### config.mk
export PLATFORM = sky130hd
export DESIGN_NAME = sf_mod
export DESIGN_NICKNAME = d
export VERILOG_FILES = /design/src/rtl/sf_pkg.sv /design/src/rtl/sf_mod.sv
export SDC_FILE = /design/constraint.sdc
export NUM_CORES = 1
export LEC_CHECK = 0
export ABC_AREA = 0
export BUFFER_PORTS_ARGS = -buffer_cell sky130_fd_sc_hd__buf_4
export CAP_MARGIN = 20
export CORE_MARGIN = 2
export CORE_UTILIZATION = 51
export DETAILED_ROUTE_END_ITERATION = 7
export PLACE_DENSITY = 0.8
export SYNTH_ARGS = -nofsm -noshare
export SYNTH_HDL_FRONTEND = slang
export SYNTH_SLANG_ARGS = --single-unit
### constraint.sdc
create_clock -name clk_i -period 2.8 [get_ports clk_i]
set_clock_uncertainty 0.2 [all_clocks]
set_input_delay 0.28 -clock clk_i [delete_from_list [all_inputs] [get_ports clk_i]]
set_output_delay 0.28 -clock clk_i [all_outputs]
set_load 0.1 [all_outputs]
### src/rtl/sf_pkg.sv
// Shared types, constants and helper functions of the stereo flanger.
// Used by every module of the block; depends on nothing else.
package sf_pkg;

  localparam int LINE_DEPTH  = 2048;
  localparam int LINE_AW     = $clog2(LINE_DEPTH);
  localparam int LEN_W       = LINE_AW + 1;
  localparam int SAMPLE_BITS = 24;
  localparam int DELAY_FRAC  = 8;
  localparam int SINE_DEPTH  = 1024;
  localparam int SINE_AW     = $clog2(SINE_DEPTH);

  // Shared serial multiplier: signed multiplicand times unsigned multiplier.
  localparam int MUL_AW = SAMPLE_BITS;
  localparam int MUL_BW = 19;
  localparam int MUL_PW = MUL_AW + MUL_BW + 1;

  // Serial remainder unit width (delay position in samples with fraction).
  localparam int MOD_W = LEN_W + DELAY_FRAC;

  localparam int FB_LIMIT = 62259;
  localparam int MIX_ONE  = 65536;

  // Configuration register indexes.
  localparam logic [2:0] CFG_PHASE_STEP = 3'd0;
  localparam logic [2:0] CFG_MODE       = 3'd1;
  localparam logic [2:0] CFG_RIGHT_OFS  = 3'd2;
  localparam logic [2:0] CFG_BASE_DELAY = 3'd3;
  localparam logic [2:0] CFG_SWING      = 3'd4;
  localparam logic [2:0] CFG_FEEDBACK   = 3'd5;
  localparam logic [2:0] CFG_WET_MIX    = 3'd6;
  localparam logic [2:0] CFG_LINE_LEN   = 3'd7;

  // LFO shape codes in mode bits 1:0.
  localparam logic [1:0] SHAPE_TRIANGLE = 2'd1;
  localparam logic [1:0] SHAPE_SAWTOOTH = 2'd2;

  typedef logic signed [SAMPLE_BITS-1:0] sample_t;
  typedef logic [15:0] sine_tab_t [0:SINE_DEPTH];

  typedef struct packed {
    logic                     start;
    logic signed [MUL_AW-1:0] a;
    logic [MUL_BW-1:0]        b;
  } mul_req_t;

  typedef struct packed {
    logic             start;
    logic [MOD_W-1:0] num;
    logic [MOD_W-1:0] den;
  } mod_req_t;

  // Quarter-wave sine, Q1.15, from a fixed odd polynomial with Q30 coefficients.
  function automatic sine_tab_t build_sine();
    sine_tab_t   tab;
    logic [63:0] t;
    logic [63:0] t2;
    logic [63:0] r;
    logic [63:0] s;
    for (int k = 0; k <= SINE_DEPTH; k++) begin
      t  = (64'(k) << 30) / SINE_DEPTH;
      t2 = (t * t) >> 30;
      r  = 64'd5026995 - ((t2 * 64'd172272) >> 30);
      r  = 64'd85569306 - ((t2 * r) >> 30);
      r  = 64'd693598668 - ((t2 * r) >> 30);
      r  = 64'd1686629713 - ((t2 * r) >> 30);
      s  = (((t * r) >> 30) + (64'd1 << 14)) >> 15;
      tab[k] = (s > 64'd32767) ? 16'd32767 : s[15:0];
    end
    return tab;
  endfunction

  localparam sine_tab_t SINE_TAB = build_sine();

  // Saturate a wide signed value to the sample range.
  function automatic sample_t sat_sample(input logic signed [MUL_PW:0] v);
    logic signed [MUL_PW:0] hi;
    logic signed [MUL_PW:0] lo;
    hi = (MUL_PW + 1)'((64'sd1 <<< (SAMPLE_BITS - 1)) - 64'sd1);
    lo = -hi - (MUL_PW + 1)'(1);
    if (v > hi) return sample_t'(hi[SAMPLE_BITS-1:0]);
    if (v < lo) return sample_t'(lo[SAMPLE_BITS-1:0]);
    return sample_t'(v[SAMPLE_BITS-1:0]);
  endfunction

endpackage

### src/rtl/sf_mod.sv
// Bit-serial restoring remainder unit, one numerator bit per cycle.
// Depends on sf_pkg for the request struct and widths.
module sf_mod import sf_pkg::*; (
  input  logic             clk_i,
  input  logic             rst_ni,
  input  mod_req_t         req_i,
  output logic             done_o,
  output logic [MOD_W-1:0] rem_o
);

  localparam int CW = $clog2(MOD_W);

  logic             busy_q;
  logic             done_q;
  logic [CW-1:0]    cnt_q;
  logic [MOD_W-1:0] num_q;
  logic [MOD_W-1:0] den_q;
  logic [MOD_W-1:0] rem_q;
  logic [MOD_W:0]   trial;

  assign trial = {rem_q, num_q[MOD_W-1]};

  always_ff @(posedge clk_i or negedge rst_ni) begin
    if (!rst_ni) begin
      busy_q <= 1'b0;
      done_q <= 1'b0;
      cnt_q  <= '0;
    end else begin
      done_q <= busy_q && !req_i.start && (cnt_q == '0);
      if (req_i.start) begin
        busy_q <= 1'b1;
        cnt_q  <= CW'(MOD_W - 1);
      end else if (busy_q) begin
        cnt_q <= cnt_q - 1'b1;
        if (cnt_q == '0) begin
          busy_q <= 1'b0;
        end
      end
    end
  end

  always_ff @(posedge clk_i) begin
    if (req_i.start) begin
      num_q <= req_i.num;
      den_q <= req_i.den;
      rem_q <= '0;
    end else if (busy_q) begin
      num_q <= num_q << 1;
      if (trial >= {1'b0, den_q}) begin
        rem_q <= MOD_W'(trial - {1'b0, den_q});
      end else begin
        rem_q <= trial[MOD_W-1:0];
      end
    end
  end

  assign done_o = done_q;
  assign rem_o  = rem_q;

endmodule

==> reports/metrics.cfg <==
[outcome]
outcome = complete, no violations

[synth]
synthXorXnorAreaFrac_pct = 3.66
synthMuxAreaShare_pct = 6.37
ys_ff_latch = 67
synthFlopType = edfxtp_1
yosysWarningCount = 0
synth_edf_count = 40
synth_top_family_by_area = compound AO/OA/AOI/OAI gates
syn_avg_cell_area_um2 = 10.2
synthAdderAreaFrac_pct = 7.71
synth_cells = 375
synth_area_mm2 = 0.00383
seq_area_frac_synth_pct = 46.4
ys_types = 57
synth_simple_gate_area_share_pct = 13.0
syn-num-nets = 441
synth_compound_area_share_pct = 17.5
synthArstFlopShare_pct = 10.4

[drt]
routed_wl_um = 8720
postRouteAntennaNets = 0
routed-via-count = 3161
vias_per_cell = 5.51
avgRoutedWirePerCell_um = 15.2
drc = 0
firstDrtPassIters = 5
drt_iter0_drc = 169

[clock_network]
h-tree-depth = 3
cts-root-buf = clkbuf_8
clock_latency_ns = 0.34
tritoncts = done
cts_buffers = 9
clock_sinks = 67
clk_path_buf_depth = 2
clkTransAtPathRegs_ns = 0.07

[critical_path]
rrSetupSlack_ns = 0.08
worstRegToRegCells = 11
r2r-end = rem_o[16]
startpoint_type = flip-flop
crit_fanout = 2
crit_required_ns = 2.84
end_kind = flip-flop
crit_type = flip-flop to flip-flop
r2r_start = num_q[19]
arrival_ns = 2.76

[floorplanning]
core.rowCount = 31
dieWidth_um = 90.6
die-height_um = 90.6
die_area_mm2 = 0.00821
pin_count = 64
start_util_pct = 52.8
core_area_mm2 = 0.00725

[place]
gp_congestion = 0.926
hpwl_um = 6100
placed_area_mm2 = 0.00448
portBuffers = 63

[layout]
final_util_pct = 67.5
final_nets = 536
drive_gt1_share_pct = 31.8
n_fill_cell = 582
design_area_mm2 = 0.00489
area_delta_synth_final_pct = 27.9
num_antenna_cells = 0

[sta]
relSlewSlack_pct = 63.6
final-max-slew-violation-count = 0
finalSetupViolCount = 0
period_needed_ns = 2.72
fin_crit_sh_pct = 97.3
fmax_mhz = 367
setup-tns-final_ns = 0
hold_ws_ns = 0.0262
finalHoldViolCount = 0
rsz0062_at_grt = yes
worstMarginPinSlew_ns = 0.540

[pwr]
swShare_pct = 28.2
seq_power_share_pct = 49.5
vdd_drop_max_uv = 271
internal_power_mw = 1.67
powerDensity_mw_per_mm2 = 476
power_mw = 2.33
power.share.clock_pct = 29.9
comb_power_share_pct = 20.6
p_leak_nw = 2.08
p_switching_mw = 0.657

[worst_hold_path]
holdPathStages = 2
min_delay_worst_endpoint = num_q[0]
min_path_type = input port to flip-flop
min-delay-start = req_i[20]

[global_routing]
antenna_found_initial = 0
grt_max_degree = 42
grt_use_total_pct = 22.2
grt_pass1_vias = 3190
grt_overflow = 0
grt_first_pass_wirelength_um = 14700

[flow_run]
max-cap-violations = 0

per-stage QoR:
step | worst slack [ns] | cells
floorplan | 0.00371 | 375
global placement | -0.0402 | 535
detailed placement | -0.130 | 535
CTS | 0.0369 | 573
global route | -0.0688 | 574
finish | 0.0753 | 574
state kept, by name, indices dropped and copies added (netlist names):
name and count:
done_o 1, den_q 20, num_q 20, busy_q 1
cnt_q 5, rem_o 20
placed cells by master, fill, tap and decap left out, types with 4 or more instances in the layout:
cell type | netlist | layout
dfxtp_2 | 0 | 17
nand2b_1 | 7 | 7
xor2_1 | 8 | 8
buf_4 | 0 | 81
a21oi_1 | 17 | 16
clkbuf_8 | 0 | 10
xnor2_1 | 8 | 8
a21o_1 | 5 | 5
dfrtp_1 | 7 | 7
mux2_2 | 19 | 19
a311oi_1 | 4 | 4
dlygate4sd3_1 | 0 | 21
o31ai_1 | 4 | 4
edfxtp_1 | 40 | 40
ha_1 | 22 | 20
o21ai_0 | 18 | 15
a32oi_1 | 6 | 6
nor2_1 | 29 | 29
nand2_1 | 38 | 38
inv_1 | 30 | 29
o21ai_1 | 1 | 4
nand4_1 | 4 | 4
a211oi_1 | 8 | 6
nand3_1 | 15 | 15
repair_timing:
item	in CTS	in global routing
hold buffers	21	0
setup endpoints to repair	2	13
setup buffers	1	1
pin swaps	2	2
hold endpoints to repair	27	0
resized for setup	2	8
synth_stat cells, types with 3 or more instances:
| master | n | area share (%) |
|---|---|---|
| nand2b_1 | 7 | 1.1 |
| xor2_1 | 8 | 1.8 |
| dfxtp_1 | 20 | 10 |
| nor2_1 | 29 | 2.8 |
| a211o_1 | 3 | 0.69 |
| inv_1 | 30 | 2.9 |
| a21o_1 | 5 | 0.98 |
| mux2i_1 | 3 | 0.78 |
| o31ai_1 | 4 | 0.78 |
| dfrtp_1 | 7 | 4.6 |
| o21ai_0 | 18 | 2.4 |
| a21oi_1 | 17 | 2.2 |
| clkbuf_1 | 12 | 1.2 |
| a311oi_1 | 4 | 0.92 |
| a311oi_2 | 3 | 1.2 |
| ha_1 | 22 | 7.2 |
| nand2_1 | 38 | 3.7 |
| edfxtp_1 | 40 | 31 |
| nand4_1 | 4 | 0.65 |
| nand2_2 | 3 | 0.49 |
| nand3_1 | 15 | 2.0 |
| a32oi_1 | 6 | 1.4 |
| o211ai_1 | 3 | 0.59 |
| mux2_2 | 19 | 5.6 |
| xnor2_1 | 8 | 1.8 |
| a211oi_1 | 8 | 1.6 |
layer usage:
layer / global-route usage [%] / vias up / part of all wire, %
met2: 36.7 / 97 / 49
met3: 4.76 / 14 / 5.7
met4: 9.87 / 0 / 1.6
met1: 28.1 / 1490 / 43
met5: 0 / - / 0
li1: - / 1560 / -
worst max-delay path, cell delays in order (launching register included):
cell and delay (ns):
edfxtp_1 0.38, inv_1 0.08, ha_2 0.18, inv_2 0.04
fa_2 0.34, a211oi_2 0.23, o21bai_1 0.12, o41a_1 0.36
a211oi_2 0.24, o21ai_1 0.10, xnor2_1 0.14, o31ai_1 0.22
logic make-up (layout without fill, tap and decap cells):
family | count (synthesis) | after routing
fa+ha+maj | 23 | 23
simple gates | 108 | 108
buf+inv | 48 | 148
flops | 67 | 67
mux | 22 | 22
compound gates | 91 | 91
xor+xnor | 16 | 16
cell type report:
cell class	count	area (µm²)	area share, %
Inverter	30	113	2.30
Tap cell	99	124	2.53
Sequential cell	67	1810	36.9
Clock inverter	3	16.3	0.332
Clock buffer	13	149	3.04
Timing Repair Buffer	102	818	16.7
Multi-Input combinational cell	260	1870	38.2
worst max-delay path by stage:
| stage | to | cells after the start | slack [ns] | startpoint |
|---|---|---|---|---|
| floorplan | rem_o[16] | 10 | 0.004 | rem_o[9] |
| global placement | rem_o[16] | 11 | -0.04 | num_q[19] |
| detailed placement | rem_o[16] | 11 | -0.13 | num_q[19] |
| CTS | rem_o[16] | 11 | 0.04 | num_q[19] |
| global route | rem_o[16] | 11 | -0.07 | num_q[19] |
| finish | rem_o[16] | 11 | 0.08 | num_q[19] |
power by group through the flow:
stage	Sequential (mW)	Clock, mW	Combinational, mW
floorplan	1.23	0	0.245
global placement	1.17	0	0.430
detailed placement	1.18	0	0.441
CTS	1.15	0.712	0.474
global route	1.16	0.759	0.523
finish	1.15	0.697	0.480
No activity file was read; power rests on OpenSTA's default activity.
