<file path="src/rtl/sf_pkg.sv">
// Shared types, constants and helper functions of the stereo flanger.
// Used by every module of the block; depends on nothing else.
package sf_pkg;

  localparam int LINE_DEPTH  = 2048;
  localparam int LINE_AW     = $clog2(LINE_DEPTH);
  localparam int LEN_W       = LINE_AW + 1;
  localparam int SAMPLE_BITS = 24;
  localparam int DELAY_FRAC  = 8;
  localparam int SINE_DEPTH  = 1024;
  localparam int SINE_AW     = $clog2(SINE_DEPTH);

  // Shared serial multiplier: signed multiplicand times unsigned multiplier.
  localparam int MUL_AW = SAMPLE_BITS;
  localparam int MUL_BW = 19;
  localparam int MUL_PW = MUL_AW + MUL_BW + 1;

  // Serial remainder unit width (delay position in samples with fraction).
  localparam int MOD_W = LEN_W + DELAY_FRAC;

  localparam int FB_LIMIT = 62259;
  localparam int MIX_ONE  = 65536;

  // Configuration register indexes.
  localparam logic [2:0] CFG_PHASE_STEP = 3'd0;
  localparam logic [2:0] CFG_MODE       = 3'd1;
  localparam logic [2:0] CFG_RIGHT_OFS  = 3'd2;
  localparam logic [2:0] CFG_BASE_DELAY = 3'd3;
  localparam logic [2:0] CFG_SWING      = 3'd4;
  localparam logic [2:0] CFG_FEEDBACK   = 3'd5;
  localparam logic [2:0] CFG_WET_MIX    = 3'd6;
  localparam logic [2:0] CFG_LINE_LEN   = 3'd7;

  // LFO shape codes in mode bits 1:0.
  localparam logic [1:0] SHAPE_TRIANGLE = 2'd1;
  localparam logic [1:0] SHAPE_SAWTOOTH = 2'd2;

  typedef logic signed [SAMPLE_BITS-1:0] sample_t;
  typedef logic [15:0] sine_tab_t [0:SINE_DEPTH];

  typedef struct packed {
    logic                     start;
    logic signed [MUL_AW-1:0] a;
    logic [MUL_BW-1:0]        b;
  } mul_req_t;

  typedef struct packed {
    logic             start;
    logic [MOD_W-1:0] num;
    logic [MOD_W-1:0] den;
  } mod_req_t;

  // Quarter-wave sine, Q1.15, from a fixed odd polynomial with Q30 coefficients.
  function automatic sine_tab_t build_sine();
    sine_tab_t   tab;
    logic [63:0] t;
    logic [63:0] t2;
    logic [63:0] r;
    logic [63:0] s;
    for (int k = 0; k <= SINE_DEPTH; k++) begin
      t  = (64'(k) << 30) / SINE_DEPTH;
      t2 = (t * t) >> 30;
      r  = 64'd5026995 - ((t2 * 64'd172272) >> 30);
      r  = 64'd85569306 - ((t2 * r) >> 30);
      r  = 64'd693598668 - ((t2 * r) >> 30);
      r  = 64'd1686629713 - ((t2 * r) >> 30);
      s  = (((t * r) >> 30) + (64'd1 << 14)) >> 15;
      tab[k] = (s > 64'd32767) ? 16'd32767 : s[15:0];
    end
    return tab;
  endfunction

  localparam sine_tab_t SINE_TAB = build_sine();

  // Saturate a wide signed value to the sample range.
  function automatic sample_t sat_sample(input logic signed [MUL_PW:0] v);
    logic signed [MUL_PW:0] hi;
    logic signed [MUL_PW:0] lo;
    hi = (MUL_PW + 1)'((64'sd1 <<< (SAMPLE_BITS - 1)) - 64'sd1);
    lo = -hi - (MUL_PW + 1)'(1);
    if (v > hi) return sample_t'(hi[SAMPLE_BITS-1:0]);
    if (v < lo) return sample_t'(lo[SAMPLE_BITS-1:0]);
    return sample_t'(v[SAMPLE_BITS-1:0]);
  endfunction

endpackage

</file>
<file path="src/rtl/sf_mul.sv">
// Bit-serial shift-add multiplier, one multiplier bit per cycle.
// Depends on sf_pkg for the request struct and widths.
module sf_mul import sf_pkg::*; (
  input  logic                     clk_i,
  input  logic                     rst_ni,
  input  mul_req_t                 req_i,
  output logic                     done_o,
  output logic signed [MUL_PW-1:0] prod_o
);

  logic                     busy_q;
  logic                     done_q;
  logic signed [MUL_PW-1:0] acc_q;
  logic signed [MUL_PW-1:0] a_q;
  logic [MUL_BW-1:0]        b_q;

  always_ff @(posedge clk_i or negedge rst_ni) begin
    if (!rst_ni) begin
      busy_q <= 1'b0;
      done_q <= 1'b0;
    end else begin
      done_q <= busy_q && !req_i.start && (b_q[MUL_BW-1:1] == '0);
      if (req_i.start) begin
        busy_q <= 1'b1;
      end else if (busy_q && (b_q[MUL_BW-1:1] == '0)) begin
        busy_q <= 1'b0;
      end
    end
  end

  // Stops as soon as no multiplier bits remain.
  always_ff @(posedge clk_i) begin
    if (req_i.start) begin
      acc_q <= '0;
      a_q   <= MUL_PW'(req_i.a);
      b_q   <= req_i.b;
    end else if (busy_q) begin
      if (b_q[0]) begin
        acc_q <= acc_q + a_q;
      end
      a_q <= a_q <<< 1;
      b_q <= b_q >> 1;
    end
  end

  assign done_o = done_q;
  assign prod_o = acc_q;

endmodule

</file>
<file path="config.mk">
export PLATFORM = sky130hd
export DESIGN_NAME = sf_mul
export DESIGN_NICKNAME = d
export VERILOG_FILES = /design/src/rtl/sf_pkg.sv /design/src/rtl/sf_mul.sv
export SDC_FILE = /design/constraint.sdc
export NUM_CORES = 1
export LEC_CHECK = 0
export BUFFER_PORTS_ARGS = -buffer_cell sky130_fd_sc_hd__buf_2
export CAP_MARGIN = 20
export CORE_ASPECT_RATIO = 1.4
export CORE_UTILIZATION = 45
export DETAILED_ROUTE_END_ITERATION = 8
export PLACE_DENSITY = 0.76
export SLEW_MARGIN = 20
export SYNTH_ARGS = -nofsm -noshare
export SYNTH_HDL_FRONTEND = slang
export SYNTH_SLANG_ARGS = --single-unit
</file>
<file path="constraint.sdc">
create_clock -name clk_i -period 3.8 [get_ports clk_i]
set_input_delay 0.76 -clock clk_i [delete_from_list [all_inputs] [get_ports clk_i]]
set_output_delay 0.76 -clock clk_i [all_outputs]
set_load 0.05 [all_outputs]
</file>
==> run metrics, run 1 <==
status finished clean; Post-synth ARST share under 10%; Slew @ Worst Pin 1.03 ns; Core ar. ~14000 um^2; drt wl/cell 16.2 um; Max Freq roughly 0.32 GHz; Netlist cell types 63; Pwr per Cell Area between 500 and 600 nW/um^2; EDFF count, synth 63; DR iter-0 viols 360; Die Footprint 15300 um^2; reg2reg end prod_o[42]; Reg2Reg Setup Slack ~0.66 ns; Min Clock Period, post-route between 3 and 4 ns; gr usage total roughly a fifth; layout cells sized above 1 21.2%; max-slew violations 0; Die X roughly 100 um; initial antenna violation count 0; CP Launch Type flip-flop; Hold WS between 0.15 and 0.2 ns; Crit-path slowest cell fa_1; DR vias/cell approximately 5.6; Main synth FF type edfxtp_1; area of the mapped netlist 6660 um^2; DRC 0; Hold Buf Count CTS 0; Post-Route Setup TNS 0 ns; row cnt 52; clock latency on the worst-skew pair approximately 0.36 ns; Final Non-Filler Cells just under 1000; crit-path leading delay family compound AO/OA/AOI/OAI gates; commonest non-fill, non-tap cells in the layout nand2_1 (97), buf_2 (89), a21oi_1 (70); Mapped Avg Cell Area around 9.5 um^2; Setup crit end kind flip-flop; CTS Buf Count 9; cell depth of the worst flop-to-flop path 11; clk_skew about 0.011 ns; Critical path buffers and inverters 0; Final Hold Viols 0; Tcrit/Tclk final 82.6%; Diodes inserted 0; setup repair bufs after CTS 0; Gates resized, CTS repair 0; register area share after synthesis a little over two fifths; Worst-path clk slew approximately 0.080 ns; Levels on crit path 11; DR pass1 iterations 5; first-pass GRT wire length around 26000 um; Critical Path AT roughly 3.4 ns; clk root buf clkbuf_16; max_slew headroom 31.2%; worst hold path type primary input to asynchronous set/reset pin; clock sink count between 100 and 150; commonest non-fill, non-tap cell in the layout nand2_1; Routed Antenna Nets 0; post-synthesis cell count between 700 and 800; vias around 5400; hpwl dp about 11000 um; largest net degree at the start of global routing 37; Synth Warn # 0; Max VDD drop approximately 0.25 mV; DRT Wirelength between 15000 and 20000 um; setup violators final 0; CP required 4.05 ns; GPL Wtd Cong slightly below 0.9; Syn Nets ~790; Critical R2R Launch a_q[0]; initial core utilization roughly 46%; die height around 150 um; Port-buffer cells 90; worst path cell trace ha_1 -> fa_1 -> a21o_1 -> a31o_1 -> a21oi_2 -> o21a_4 -> o41ai_4 -> o31ai_4 -> o41ai_4 -> a31o_1 -> a221o_1; register bit total from synthesis ~110; CTS tree yes; vias in the first global route roughly 5300; critical path class flip-flop to flip-flop; CTS Buffer Depth 2; # H-tree levels 3; aggregate global routing overflow 0; largest stage delay on the critical path about 0.41 ns; Post-Place Cells 953; CP Max Fanout 4; max_cap viols 0; RSZ-0062 raised after global routing no; P&R area growth vs syn 13.6%; # IOs 91; LEAKAGE around 3.4 nW; Nets between 800 and 900
-- worst register-to-register path, stage by stage (launching register included) --
cell and delay, ns:
edfxtp_1 0.39, ha_1 0.22, fa_1 0.41, a21o_1 0.20, a31o_1 0.22, a21oi_2 0.21
o21a_4 0.20, o41ai_4 0.10, o31ai_4 0.41, o41ai_4 0.15, a31o_1 0.24, a221o_1 0.28
-- cell usage after synthesis, types with 4 or more instances --
cell	n	area, um^2
nor2b_1	5	31.3
inv_1	32	120
o21bai_1	5	37.5
a21oi_1	70	350
nor3_1	9	45.0
nand3b_1	4	30.0
nor4_1	7	43.8
dfxtp_1	44	881
a21o_1	23	173
nand2b_1	6	37.5
nand3_1	14	70.1
o21ai_1	6	30.0
ha_1	43	538
o21ai_0	44	220
a211oi_1	5	37.5
and3_1	5	31.3
mux2_2	40	450
xor2_1	12	105
and2_1	7	43.8
o211ai_1	6	45.0
clkbuf_1	30	113
edfxtp_1	63	1890
nand4_1	12	75.1
nand2_1	97	364
xnor2_1	20	175
nor2_1	31	116
-- worst max path at each step --
stage | from | to | slack, ns
6_report | a_q[0] | prod_o[42] | 0.66
5_1_grt | a_q[16] | prod_o[41] | 0.50
4_1_cts | a_q[0] | prod_o[42] | 0.66
3_5_place_dp | a_q[0] | prod_o[42] | 0.67
3_3_place_gp | a_q[0] | prod_o[42] | 0.75
2_1_floorplan | req_i[43] | a_q[0] | 0.49
-- registers in the layout, summed over array words and instances (netlist names) --
| signal | flops |
|---|---|
| a_q | 44 |
| b_q | 19 |
| busy_q | 1 |
| done_o | 1 |
| prod_o | 44 |
-- layer usage --
layer	up-vias	part of all wire (%)	GRT usage (%)
met1	2562	42	24.7
met4	0	1.9	6.62
met2	150	52	37.9
li1	2702	-	-
met5	-	0	0
met3	28	3.8	3.27
-- through the flow --
step / area (um^2) / utilization (%) / power (mW) / worst slack, ns
finish: 7570 / 52.4 / 4.41 / 0.660
global route: 7570 / 52.4 / 4.64 / 0.496
CTS: 7570 / 52.4 / 4.42 / 0.658
detailed placement: 7260 / 50.3 / 3.44 / 0.674
global placement: 7260 / 50.3 / 3.42 / 0.747
floorplan: 6660 / - / 3.04 / 0.493
-- area by class of cell --
class,count,area [um^2]
multi-input cells,525,3570
well taps,189,236
repair buffers,98,513
flip-flops and latches,109,2820
clock inverters,7,81.3
inverters,32,120
fillers,1400,6880
clock buffers,9,225
-- report_power, final --
part           switching, mW  internal [mW]
Combinational           1.21          0.658
Sequential             0.140           1.43
Clock                  0.496          0.474
Total                   1.84           2.56
-- kinds of logic (layout without fill, tap and decap cells) --
| group | Yosys count | in the layout | share of synthesized area (%) |
|---|---|---|---|
| buffers and inverters | 69 | 146 | 4.06 |
| and+or+nand+nor | 211 | 211 | 15.0 |
| AOI/OAI and AO/OA | 198 | 198 | 19.2 |
| DFF | 109 | 109 | 42.4 |
| muxes | 40 | 40 | 6.76 |
| adders and majority gates | 44 | 44 | 8.38 |
| xor gates and xnor gates | 32 | 32 | 4.21 |
Power figures use the tool's default switching activity.
==> run 2: changes to the inputs <==
--- a/config.mk
+++ b/config.mk
@@ -5,12 +5,13 @@
 export SDC_FILE = /design/constraint.sdc
 export NUM_CORES = 1
 export LEC_CHECK = 0
+export ABC_AREA = 1
 export BUFFER_PORTS_ARGS = -buffer_cell sky130_fd_sc_hd__buf_2
 export CAP_MARGIN = 20
 export CORE_ASPECT_RATIO = 1.4
 export CORE_UTILIZATION = 45
 export DETAILED_ROUTE_END_ITERATION = 8
-export PLACE_DENSITY = 0.76
+export PLACE_DENSITY = 0.78
 export SLEW_MARGIN = 20
 export SYNTH_ARGS = -nofsm -noshare
 export SYNTH_HDL_FRONTEND = slang
==> constraint.sdc (replaced) <==
create_clock -name clk_i -period 2.6 [get_ports clk_i]
set_input_delay 0.52 -clock clk_i [delete_from_list [all_inputs] [get_ports clk_i]]
set_output_delay 0.52 -clock clk_i [all_outputs]
set_load 0.05 [all_outputs]
==> run 2 against run 1 <==
  * Clock power rose by 49%
  * Synthesized cell count up 74%
  * Count of clock-buffer cells in the layout did not move
  * Total power rose by 27%
  * Register-to-register slack got worse by 0.28 ns
  * Non-clock buffer count up 3
  * Worst hold slack improved by 0.24 ns
  * Largest power group is now registers
==> run metrics, run 2 <==
status finished clean (unchanged); initial antenna violation count 0 (unchanged); Final Non-Filler Cells 1551 (was 969); clock sink count 109 (unchanged); initial core utilization 46.0% (was 46.1%); count leader, synth nand2_1 (unchanged); DRT Wirelength 21200 um (was 15700 um); max_slew headroom 57.6% (was 31.2%); vias 7440 (was 5442); register bit total from synthesis 109 (unchanged); clock latency on the worst-skew pair 0.37 ns (was 0.36 ns); Setup crit end kind flip-flop (unchanged); CTS Buffer Depth 2 (unchanged); DR pass1 iterations 5 (unchanged); Critical Path AT 2.49 ns (was 3.39 ns); Die Footprint 18200 um^2 (was 15300 um^2); hpwl dp 16500 um (was 11400 um); Tcrit/Tclk final 85.4% (was 82.6%); die height 159 um (was 146 um); area of the mapped netlist 7970 um^2 (was 6660 um^2); Post-Place Cells 1534 (was 953); gr usage total 24.5% (was 20.8%); clk root buf clkbuf_16 (unchanged); RSZ-0062 raised after global routing no (unchanged); Max Freq 0.451 GHz (was 0.318 GHz); # IOs 91 (unchanged); Syn Nets 1314 (was 793); Synth Warn # 0 (unchanged); commonest non-fill, non-tap cells in the layout nand2_1 (448), inv_1 (213), nor2_1 (139) (was nand2_1 (97), buf_2 (89), a21oi_1 (70)); row cnt 57 (was 52); Main synth FF type edfxtp_1 (unchanged); DR vias/cell 4.80 (was 5.62); DR iter-0 viols 389 (was 360); LEAKAGE 5.13 nW (was 3.36 nW); Post-Route Setup TNS 0 ns (unchanged); commonest non-fill, non-tap cell in the layout nand2_1 (unchanged); Post-synth ARST share 1.83% (unchanged); Slew @ Worst Pin 0.636 ns (was 1.03 ns); Pwr per Cell Area 620 nW/um^2 (was 583 nW/um^2); CTS tree yes (unchanged); P&R area growth vs syn 13.4% (was 13.6%); Final Core Density 52.1% (was 52.4%); max_cap viols 0 (unchanged); Core ar. 17300 um^2 (was 14400 um^2); largest net degree at the start of global routing 56 (was 37); first-pass GRT wire length 35100 um (was 25500 um); Pwr Total 5.60 mW (was 4.41 mW); Max VDD drop 0.356 mV (was 0.250 mV); top cell type by total area after synthesis edfxtp_1 (unchanged); clk_skew 0.0119 ns (was 0.0113 ns); CP Launch Type flip-flop (unchanged); register area share after synthesis 35.4% (was 42.4%); Gates resized, CTS repair 0 (unchanged); DRC 0 (unchanged); Routed Antenna Nets 0 (unchanged); vias in the first global route 7493 (was 5325); largest cells by area after synthesis edfxtp_1 (24%), nand2_1 (21%), dfxtp_1 (11%) (was edfxtp_1 (28%), dfxtp_1 (13%), ha_1 (8.1%)); Final Hold Viols 0 (unchanged); CP Max Fanout 4 (unchanged); Diodes inserted 0 (unchanged); Netlist cell types 31 (was 63); worst hold path type primary input to flip-flop (was primary input to asynchronous set/reset pin); setup violators final 0 (unchanged); post-synthesis cell count 1224 (was 703); top cells by count, synth nand2_1 (449), inv_1 (213), nor2_1 (139) (was nand2_1 (97), a21oi_1 (70), edfxtp_1 (63)); GPL Wtd Cong 0.982 (was 0.888); Mapped Avg Cell Area 6.51 um^2 (was 9.48 um^2); critical path class flip-flop to flip-flop (unchanged); max-slew violations 0 (unchanged); aggregate global routing overflow 0 (unchanged); Yosys top cell area share 23.7% (was 28.4%); EDFF count, synth 63 (unchanged); Filler cells 1792 (was 1400); Nets 1400 (was 865); Port-buffer cells 90 (unchanged); Hold WS 0.412 ns (was 0.176 ns); # H-tree levels 3 (unchanged); CP required 2.87 ns (was 4.05 ns); CTS Buf Count 9 (unchanged); layout cells sized above 1 13.8% (was 21.2%); Die X 114 um (was 105 um); Min Clock Period, post-route 2.22 ns (was 3.14 ns); drt wl/cell 13.7 um (was 16.2 um); Worst-path clk slew 0.09 ns (was 0.08 ns)
==> run 2: cell count changes in the layout (fill, tap and decap cells not counted), sizes merged, moves of 6 or more <==
| cell | change |
|---|---|
| o21ai | -7 |
| nor2b | -6 |
| o211ai | -6 |
| inv | +185 |
| nand2 | +373 |
| xor2 | +9 |
| a21oi | -38 |
| nor4 | -6 |
| mux2 | -40 |
| xnor2 | -17 |
| nor2 | +132 |
| nand2b | -6 |
| nand3 | +44 |
| a21o | -24 |
==> run 2: final cells by class <==
| cell class | instances | area [um^2] | share of cell area, % |
|---|---|---|---|
| clock buffers | 9 | 225 | 2.49 |
| multi-input cells | 868 | 4220 | 46.7 |
| repair buffers | 101 | 548 | 6.07 |
| well taps | 236 | 295 | 3.27 |
| inverters | 221 | 830 | 9.19 |
| clock inverters | 7 | 91.3 | 1.01 |
| flip-flops and latches | 109 | 2820 | 31.3 |
==> run 2: timing repair <==
item                                   4_1_cts  5_1_grt
hold buffers                                 1        0
endpoints found under the hold margin        2        0
buffers inserted                             0        0
==> run 2: worst max-delay path, cell delays in order (launching register included) <==
cell and delay, ns:
edfxtp_1 0.40, ha_1 0.23, fa_1 0.45, nand2_1 0.09
nand3_1 0.08, nand3_1 0.09, nand2_2 0.10, nand2_1 0.10
nand3_2 0.18, nand2_1 0.14, nand2_1 0.05, nand2_1 0.05
nand3_1 0.06, nand2_1 0.07, inv_1 0.04
==> run 2: power by group <==
group | internal [mW] | switching, mW
Sequential | 2.01 | 0.131
Combinational | 0.614 | 1.39
Clock | 0.691 | 0.758
==> run 2: routing by layer <==
metal / up-vias / share of wire [%] / wire (um) / global-route usage (%)
met5: - / 0 / 0 / 0
met4: 0 / 2.8 / 601 / 9.74
met3: 43 / 2.9 / 618 / 2.59
met2: 116 / 53 / 11300 / 46.8
met1: 3361 / 41 / 8680 / 27.1
li1: 3920 / - / - / -
==> run 2: cell families after synthesis <==
group / synth area share (%)
AND/OR/NAND/NOR: 37.2
buffers and inverters: 11.7
flip-flops: 35.4
AO/OA/AOI/OAI: 6.06
adder cells (fa/ha/maj): 7.00
XOR/XNOR: 2.64
==> run 2: per-stage QoR <==
stage	cell area, um^2	worst slack, ns
floorplan	7970	0.0203
global placement	8700	0.446
detailed placement	8700	0.406
CTS	9030	0.385
global route	9030	0.226
finish	9030	0.380
==> run 2: path summary, 6_finish.rpt <==
kind                       depth (start not counted)  slack [ns]      start          to
max                                               14        0.38     a_q[0]  prod_o[32]
min                                                3        0.41  req_i[21]      a_q[2]
max reg2reg                                       14        0.38     a_q[0]  prod_o[32]
min reg2reg                                        2        0.52  prod_o[0]   prod_o[0]
max in group asynchronous                          2        2.06     rst_ni      done_o
min in group asynchronous                          2        0.45     rst_ni      busy_q
==> run 3: changes to the inputs <==
--- a/config.mk
+++ b/config.mk
@@ -5,13 +5,12 @@
 export SDC_FILE = /design/constraint.sdc
 export NUM_CORES = 1
 export LEC_CHECK = 0
-export ABC_AREA = 1
 export BUFFER_PORTS_ARGS = -buffer_cell sky130_fd_sc_hd__buf_2
 export CAP_MARGIN = 20
 export CORE_ASPECT_RATIO = 1.4
 export CORE_UTILIZATION = 45
 export DETAILED_ROUTE_END_ITERATION = 8
-export PLACE_DENSITY = 0.78
+export PLACE_DENSITY = 0.76
 export SLEW_MARGIN = 20
 export SYNTH_ARGS = -nofsm -noshare
 export SYNTH_HDL_FRONTEND = slang
==> constraint.sdc (replaced) <==
create_clock -name clk_i -period 2.5 [get_ports clk_i]
set_input_delay 0.5 -clock clk_i [delete_from_list [all_inputs] [get_ports clk_i]]
set_output_delay 0.5 -clock clk_i [all_outputs]
set_load 0.05 [all_outputs]
==> run 3 against run 2 <==
  * The flow now finishes with violations (negative setup slack)
  * Die area fell by 16%
  * Cell area up 3.7%
  * First-iteration DRC count decreased by 24%
  * Sequential share of layout area fell by 0.33 points
  * Combinational power is 100% higher
  * Non-clock buffer count rose by 154
  * Total power is 42% higher
  * Largest cell class unchanged
  * Via count is 16% lower
  * Largest power group is now combinational cells
  * Sequential cell count did not move
  * Cell count fell by 27%
  * Clock skew shrank 0.0011 ns
  * Critical path type unchanged
==> run metrics, run 3 (synthesis results as in run 1) <==
Post-Route Setup TNS -2.95 ns (was 0 ns); # H-tree levels 3 (unchanged); # IOs 91 (unchanged); worst path cell trace ha_4 -> fa_2 -> a21o_1 -> a31o_1 -> a21oi_2 -> o21a_4 -> o41ai_4 -> o31ai_4 -> o41ai_4 -> a31o_1 -> a221o_1 (was ha_1 -> fa_1 -> nand2_1 -> nand3_1 -> nand3_1 -> nand2_2 -> nand2_1 -> nand3_2 -> nand2_1 -> nand2_1 -> nand2_1 -> nand3_1 -> nand2_1 -> inv_1); vias in the first global route 6428 (was 7493); cell depth of the worst flop-to-flop path 11 (was 14); DR iter-0 viols 294 (was 389); initial core utilization 46.1% (was 46.0%); commonest non-fill, non-tap cell in the layout buf_4 (was nand2_1); DRT Wirelength 18600 um (was 21200 um); Final Core Density 64.8% (was 52.1%); gr usage total 24.7% (was 24.5%); clock sink count 109 (unchanged); Pwr Total 7.93 mW (was 5.60 mW); failing checks negative setup slack; Reg2Reg Setup Slack -0.35 ns (was 0.38 ns); initial antenna violation count 0 (unchanged); critical path class flip-flop to flip-flop (unchanged); Critical Path AT 3.11 ns (was 2.49 ns); max_cap viols 0 (unchanged); Worst-path clk slew 0.08 ns (was 0.09 ns); CP Launch Point a_q[0] (unchanged); Setup crit end kind flip-flop (unchanged); LEAKAGE 4.24 nW (was 5.13 nW); Core ar. 14400 um^2 (was 17300 um^2); row cnt 52 (was 57); CP Max Fanout 3 (was 4); Pwr per Cell Area 847 nW/um^2 (was 620 nW/um^2); Final Hold Viols 0 (unchanged); clock latency on the worst-skew pair 0.37 ns (about the same); Diodes inserted 0 (unchanged); Crit-path slowest cell edfxtp_1 (was fa_1); CTS tree yes (unchanged); Final Cell Area 9360 um^2 (was 9030 um^2); Nets 1022 (was 1400); hpwl dp 13200 um (was 16500 um); layout cells sized above 1 45.0% (was 13.8%); max-slew violations 0 (unchanged); largest stage delay on the critical path 0.43 ns (was 0.45 ns); setup violators final 17 (was 0); Routed Antenna Nets 0 (unchanged); aggregate global routing overflow 0 (unchanged); Die Footprint 15300 um^2 (was 18200 um^2); Die X 105 um (was 114 um); placed instance area 8460 um^2 (was 8700 um^2); vias 6242 (was 7440); die height 146 um (was 159 um); Hold WS 0.409 ns (was 0.412 ns); first-pass GRT wire length 30200 um (was 35100 um); CP required 2.76 ns (was 2.87 ns); CTS Buf Count 9 (unchanged); clk_skew 0.0108 ns (was 0.0119 ns); CP Capture Point prod_o[42] (was prod_o[32]); max_slew headroom 56.6% (was 57.6%); Max VDD drop 0.588 mV (was 0.356 mV); reg2reg end prod_o[42] (was prod_o[32]); final worst slack -0.348 ns (was 0.380 ns); DR vias/cell 5.54 (was 4.80); RSZ-0062 raised after global routing yes (was no); drt wl/cell 16.5 um (was 13.7 um); CTS Buffer Depth 2 (unchanged); clk root buf clkbuf_16 (unchanged); Slew @ Worst Pin 0.649 ns (was 0.636 ns); status complete, but fails checks (was finished clean); commonest non-fill, non-tap cells in the layout buf_4 (159), nand2_1 (94), buf_2 (89) (was nand2_1 (448), inv_1 (213), nor2_1 (139)); worst hold path type primary input to flip-flop (unchanged); Port-buffer cells 90 (unchanged); CP Launch Type flip-flop (unchanged); Tcrit/Tclk final 114% (was 85.4%); Critical R2R Launch a_q[0] (unchanged); Max Freq 0.351 GHz (was 0.451 GHz); P&R area growth vs syn 40.5% (was 13.4%); GPL Wtd Cong 0.892 (was 0.982); DR pass1 iterations 5 (unchanged); largest net degree at the start of global routing 40 (was 56); Min Clock Period, post-route 2.85 ns (was 2.22 ns); DRC 0 (unchanged)
run 3: changes by cell type in the layout (fill, tap and decap cells not counted), sizes merged, moves of 7 or more:
cell / change
nand3: -44
xor2: -9
nor2: -132
a21o: +24
o21ai: +7
nand2: -373
a21oi: +38
buf: +154
xnor2: +17
mux2: +40
inv: -186
run 3: timing repair:
item                                    in CTS  in global routing
setup buffers                                9                 10
endpoints found under the hold margin        2                  0
pin swaps                                   23                 34
hold buffers                                 1                  0
resized for setup                           45                 38
endpoints found under the setup margin      23                 28
run 3: area by class of cell:
type	count	area (um^2)
clock inverters	7	61.3
flip-flops and latches	109	2900
multi-input cells	525	4090
inverters	32	124
repair buffers	255	1730
fillers	1139	5080
well taps	189	236
clock buffers	9	225
run 3: worst min-delay path by stage:
stage               from  endpoint  slack, ns  cells after the start
3_5_place_dp      rst_ni    done_o       0.29                      1
5_1_grt        req_i[27]    a_q[8]       0.42                      2
4_1_cts        req_i[18]   b_q[18]       0.40                      2
2_1_floorplan     rst_ni    busy_q       0.20                      0
6_report       req_i[18]   b_q[18]       0.41                      2
3_3_place_gp      rst_ni    done_o       0.28                      1
run 3: routing by layer:
metal	vias to the layer above	GRT usage (%)	wire length (um)
li1	3031	-	-
met1	3001	27.5	7430
met2	156	44.8	9900
met3	54	2.78	530
met4	0	15.1	755
met5	-	0	0
run 3: metrics by stage:
step	setup WS, ns	std cells
after CTS	-0.311	1117
final	-0.348	1126
after floorplan	-0.290	703
after global placement	-0.267	1092
after detailed placement	-0.336	1092
after global routing	-0.480	1126
run 3: power by group:
group	leakage [nW]	total (mW)	switching (mW)	internal (mW)
sequential	1.08	2.45	0.231	2.21
combinational	3.01	4.04	2.23	1.81
clock	0.141	1.45	0.748	0.701
run 3: critical path: cells and delay by family, from the launching register on:
kind	cells	cell delay, ns
AO/OA/AOI/OAI	9	1.78
adder cells (fa/ha/maj)	2	0.52
flip-flops	1	0.43
